===== src/hdl/rmdf_pkg.sv =====
// Shared types and constants for the recent MAC address duplicate filter.
`timescale 1ns / 1ps

package rmdf_pkg;

   localparam int DEPTH  = 64;
   localparam int CNT_W  = $clog2(DEPTH + 1);
   localparam int MAC_W  = 48;
   localparam int HELD_W = 7;

   localparam logic ACT_CHECK = 1'b0;
   localparam logic ACT_CLEAR = 1'b1;

   typedef enum logic [1:0] {
      ST_IDLE,
      ST_SEARCH,
      ST_RESPOND
   } state_type;

   // Search token that ripples down the cell row.
   typedef struct packed {
      logic             active;
      logic             hit;
      logic [MAC_W-1:0] key;
   } token_type;

endpackage


===== src/hdl/rmdf_cell.sv =====
// One entry cell: holds a stored address, compares the passing token, shifts on insert.
`timescale 1ns / 1ps

module rmdf_cell import rmdf_pkg::*; (
   input  logic             clock,
   input  logic             reset,
   input  token_type        tok_in,
   input  logic             live,
   input  logic             shift_en,
   input  logic [MAC_W-1:0] entry_in,
   output token_type        tok_out,
   output logic [MAC_W-1:0] entry_out
);

   token_type        tok_ff;
   token_type        tok_in_nxt;
   logic [MAC_W-1:0] entry_ff;
   logic [MAC_W-1:0] entry_in_nxt;

   always_comb begin
      tok_in_nxt.active = tok_in.active;
      tok_in_nxt.key    = tok_in.key;
      tok_in_nxt.hit    = tok_in.hit | (tok_in.active & live & (entry_ff == tok_in.key));
      entry_in_nxt      = shift_en ? entry_in : entry_ff;
   end

   always_ff @(posedge clock) begin
      if (reset) begin
         tok_ff.active <= 1'b0;
      end else begin
         tok_ff.active <= tok_in_nxt.active;
      end
      tok_ff.hit <= tok_in_nxt.hit;
      tok_ff.key <= tok_in_nxt.key;
      entry_ff   <= entry_in_nxt;
   end

   assign tok_out   = tok_ff;
   assign entry_out = entry_ff;

endmodule


===== config.mk =====
export PLATFORM = sky130hd
export DESIGN_NAME = rmdf_cell
export DESIGN_NICKNAME = d
export VERILOG_FILES = /design/src/hdl/rmdf_pkg.sv /design/src/hdl/rmdf_cell.sv
export SDC_FILE = /design/constraint.sdc
export NUM_CORES = 1
export LEC_CHECK = 0
export ABC_AREA = 1
export ABC_CLOCK_PERIOD_IN_PS = 1000
export CAP_MARGIN = 15
export CORE_ASPECT_RATIO = 0.8
export CORE_MARGIN = 4
export CORE_UTILIZATION = 50
export CTS_CLUSTER_DIAMETER = 200
export CTS_CLUSTER_SIZE = 25
export DETAILED_ROUTE_END_ITERATION = 10
export DONT_BUFFER_PORTS = 1
export PLACE_DENSITY = 0.68
export SLEW_MARGIN = 15
export SYNTH_ARGS = -nofsm -noshare
export SYNTH_HDL_FRONTEND = slang
export SYNTH_SLANG_ARGS = --single-unit
export TNS_END_PERCENT = 30

===== constraint.sdc =====
create_clock -name clock -period 1 [get_ports clock]
set_clock_uncertainty 0.05 [all_clocks]
set_input_delay 0.15 -clock clock [delete_from_list [all_inputs] [get_ports clock]]
set_output_delay 0.15 -clock clock [all_outputs]
set_load 0.03 [all_outputs]

==> reports/metrics.cfg <==
[grt]
antenna_found_initial=1
grt_pass1_vias=3191
grt_max_degree=49
grt_pass1_wl_um=16800
grt_usage_pct=28.2
grt_overflow=0

[yosys]
postSynthAreaPerCell_um2=10.6
synth_top_family_by_area=simple AND/OR/NAND/NOR gates
synthXorXnorAreaFrac_pct=3.40
yosys.area_share.simple_pct=16.4
postSynthCellCount=317
synth_seq_cells=98
synth_fa_ha_area_share_pct=0
yosys_warnings=0
synth_area_um2=3350
synth-compound-area-share_pct=0.597
synth_mux_area_share_pct=0
syn_nets=419
synth_seq_area_share_pct=72.9
yosysUniqueCellTypes=11

[sta]
setup_tns_ns=-11.20
maxSlewViolCount=0
slew_headroom_pct=78.5
setup_slack_ns=-0.497
fmaxAchievable_mhz=668
fin_crit_sh_pct=150
finalHoldViolations=48
layout_min_cycle_time_ns=1.50
finalSetupViolCount=50
grt_setup_unrepaired=true
tightest_slew_ns=0.321
hold_ws_ns=-0.163

[placement]
place_ws_ns=-0.260
place_inst=471
finalWeightedCongestion=0.855
port_buffers=0
place_hpwl_um=6010

[critical_path]
cp_slowest_stage_delay_ns=0.47
cp.arrival_ns=1.75
crit_top_cell=nor2_2
critPathLaunchType=flip-flop
required_ns=1.25
rrSetupSlack_ns=-0.50
crit_buf_inv=0
cp-end-kind=flip-flop
crit_chain=nor2_2 -> nor2_2 -> nor2_1 -> nand2_1 -> nor2_2 -> nand2_2 -> nor2_2 -> nand2_1 -> nand2_1
cp_top_family=simple AND/OR/NAND/NOR gates
critPathMaxFanout=3
worst_path_max_delay_cell=edfxtp_1
critPathKind=flip-flop to flip-flop
reg2reg_depth=9
worstReg2RegStart=entry_out[32]
reg2reg_to=tok_out[48]

[floorplanning]
die_area_um2=8090
initial_core_util_pct=52.0
ioPinCount=200
dieWidth_um=99.5
design.core.area_um2=6440
num_rows=26
dieHeight_um=81.2

[worst_hold_path]
min_path_cells=0
hold_start=shift_en
holdPathEnd=entry_out[30]
hp-class=primary input to flip-flop

[drt]
drt_wl_total_um=12100
wl_per_cell_um=20.4
num_vias=2958
drc=0
viasPerCell=4.97
first_pass_iters=5
drt_iter0_drc=85
ant_nets=0

[clock_tree]
clockBufferDepth=2
path_clk_slew_ns=0.11
clk_latency_ns=0.36
cts_made_buffers=9
clockRootBuffer=clkbuf_8
cts_num_sinks=98
cts_tree=yes
htree_levels=3

[outcome]
status=finished, violations left
violations=hold timing, setup timing

[pwr]
power_density_nw_per_um2=1570
irDropWorstVdd_uv=1070
finalPower_mw=8.86
leakage_nw=2.55

[finish]
instances_no_fill=595
nNetsFinal=607
syn_to_final_growth_pct=68.2
drive_above_1_share_pct=30.4

[job]
max_cap_viol_count=0

[area by class of cell]
type	count	area (µm²)
diodes	1	2.50
clock buffers	11	141
clock inverters	5	38.8
fillers	282	805
inverters	60	225
multi-input cells	159	716
flip-flops and latches	98	2580
well taps	84	105
repair buffers	177	1820
[worst max path at each step]
stage             startpoint  depth (start not counted)          end  slack [ns]
2_1_floorplan  entry_out[19]                          8  tok_out[48]       -0.24
3_3_place_gp   entry_out[44]                          9  tok_out[48]       -0.22
3_5_place_dp   entry_out[44]                          9  tok_out[48]       -0.26
4_1_cts        entry_out[44]                          9  tok_out[48]       -0.28
5_1_grt        entry_out[32]                          9  tok_out[48]       -0.65
6_report       entry_out[32]                          9  tok_out[48]       -0.50
[cell usage after synthesis (all sizes together)]
| master | n | area share [%] |
|---|---|---|
| nand2 | 92 | 10 |
| inv | 60 | 6.7 |
| dfxtp | 50 | 30 |
| edfxtp | 48 | 43 |
| nor2 | 43 | 4.9 |
| xnor2 | 13 | 3.4 |
| o21ai | 4 | 0.60 |
| or2 | 3 | 0.56 |
| nand3 | 2 | 0.30 |
| nand4 | 2 | 0.37 |
[registers in the layout, indices dropped and copies added (netlist names)]
register / cells
tok_out: 50
entry_out: 48
[stage by stage]
| stage | cell area, µm² | util (%) |
|---|---|---|
| after detailed placement | 4000 | 62.0 |
| after global routing | 5640 | 87.5 |
| after CTS | 5460 | 84.8 |
| after floorplan | 3360 | - |
| after global placement | 4000 | 62.0 |
| final | 5640 | 87.5 |
[logic make-up (layout without fill, tap and decap cells)]
family | Yosys count | count (layout)
other | 0 | 1
AOI/OAI and AO/OA | 4 | 4
buffers and inverters | 60 | 253
DFF | 98 | 98
and+or+nand+nor | 142 | 142
xor gates and xnor gates | 13 | 13
[layer usage]
layer	vias up	track usage [%]	wire (µm)
li1	1335	-	-
met1	1398	29.6	4010
met2	202	51.7	6470
met3	23	10.9	1410
met4	0	10.6	234
met5	-	0	0
[where the power goes]
part           total, mW  internal (mW)  switching [mW]
Clock               2.37          0.993            1.37
Sequential          4.90           4.47           0.426
Combinational       1.60          0.845           0.752
Total               8.86           6.31            2.55
[what timing repair did]
item / in CTS / in global routing
gates resized for setup: 105 / 54
endpoints found under the hold margin: 146 / 49
pin swaps: 2 / 11
buffers inserted: 5 / 8
endpoints found under the setup margin: 99 / 85
hold buffers: 98 / 1
[placed cells by master (no fill, tap or decap), types with 2 or more instances in the layout]
master / synthesis / routed
nor2_2: 1 / 6
buf_6: 0 / 64
buf_4: 0 / 13
nor2_1: 42 / 37
clkbuf_8: 0 / 10
nand4_1: 2 / 2
inv_6: 0 / 2
inv_1: 60 / 59
or2_4: 0 / 3
edfxtp_1: 48 / 48
dlygate4sd3_1: 0 / 99
dfxtp_4: 0 / 32
nand2_1: 92 / 91
dfxtp_2: 0 / 17
o21ai_0: 4 / 2
xnor2_1: 13 / 13
(Power assumes the default switching activity.)
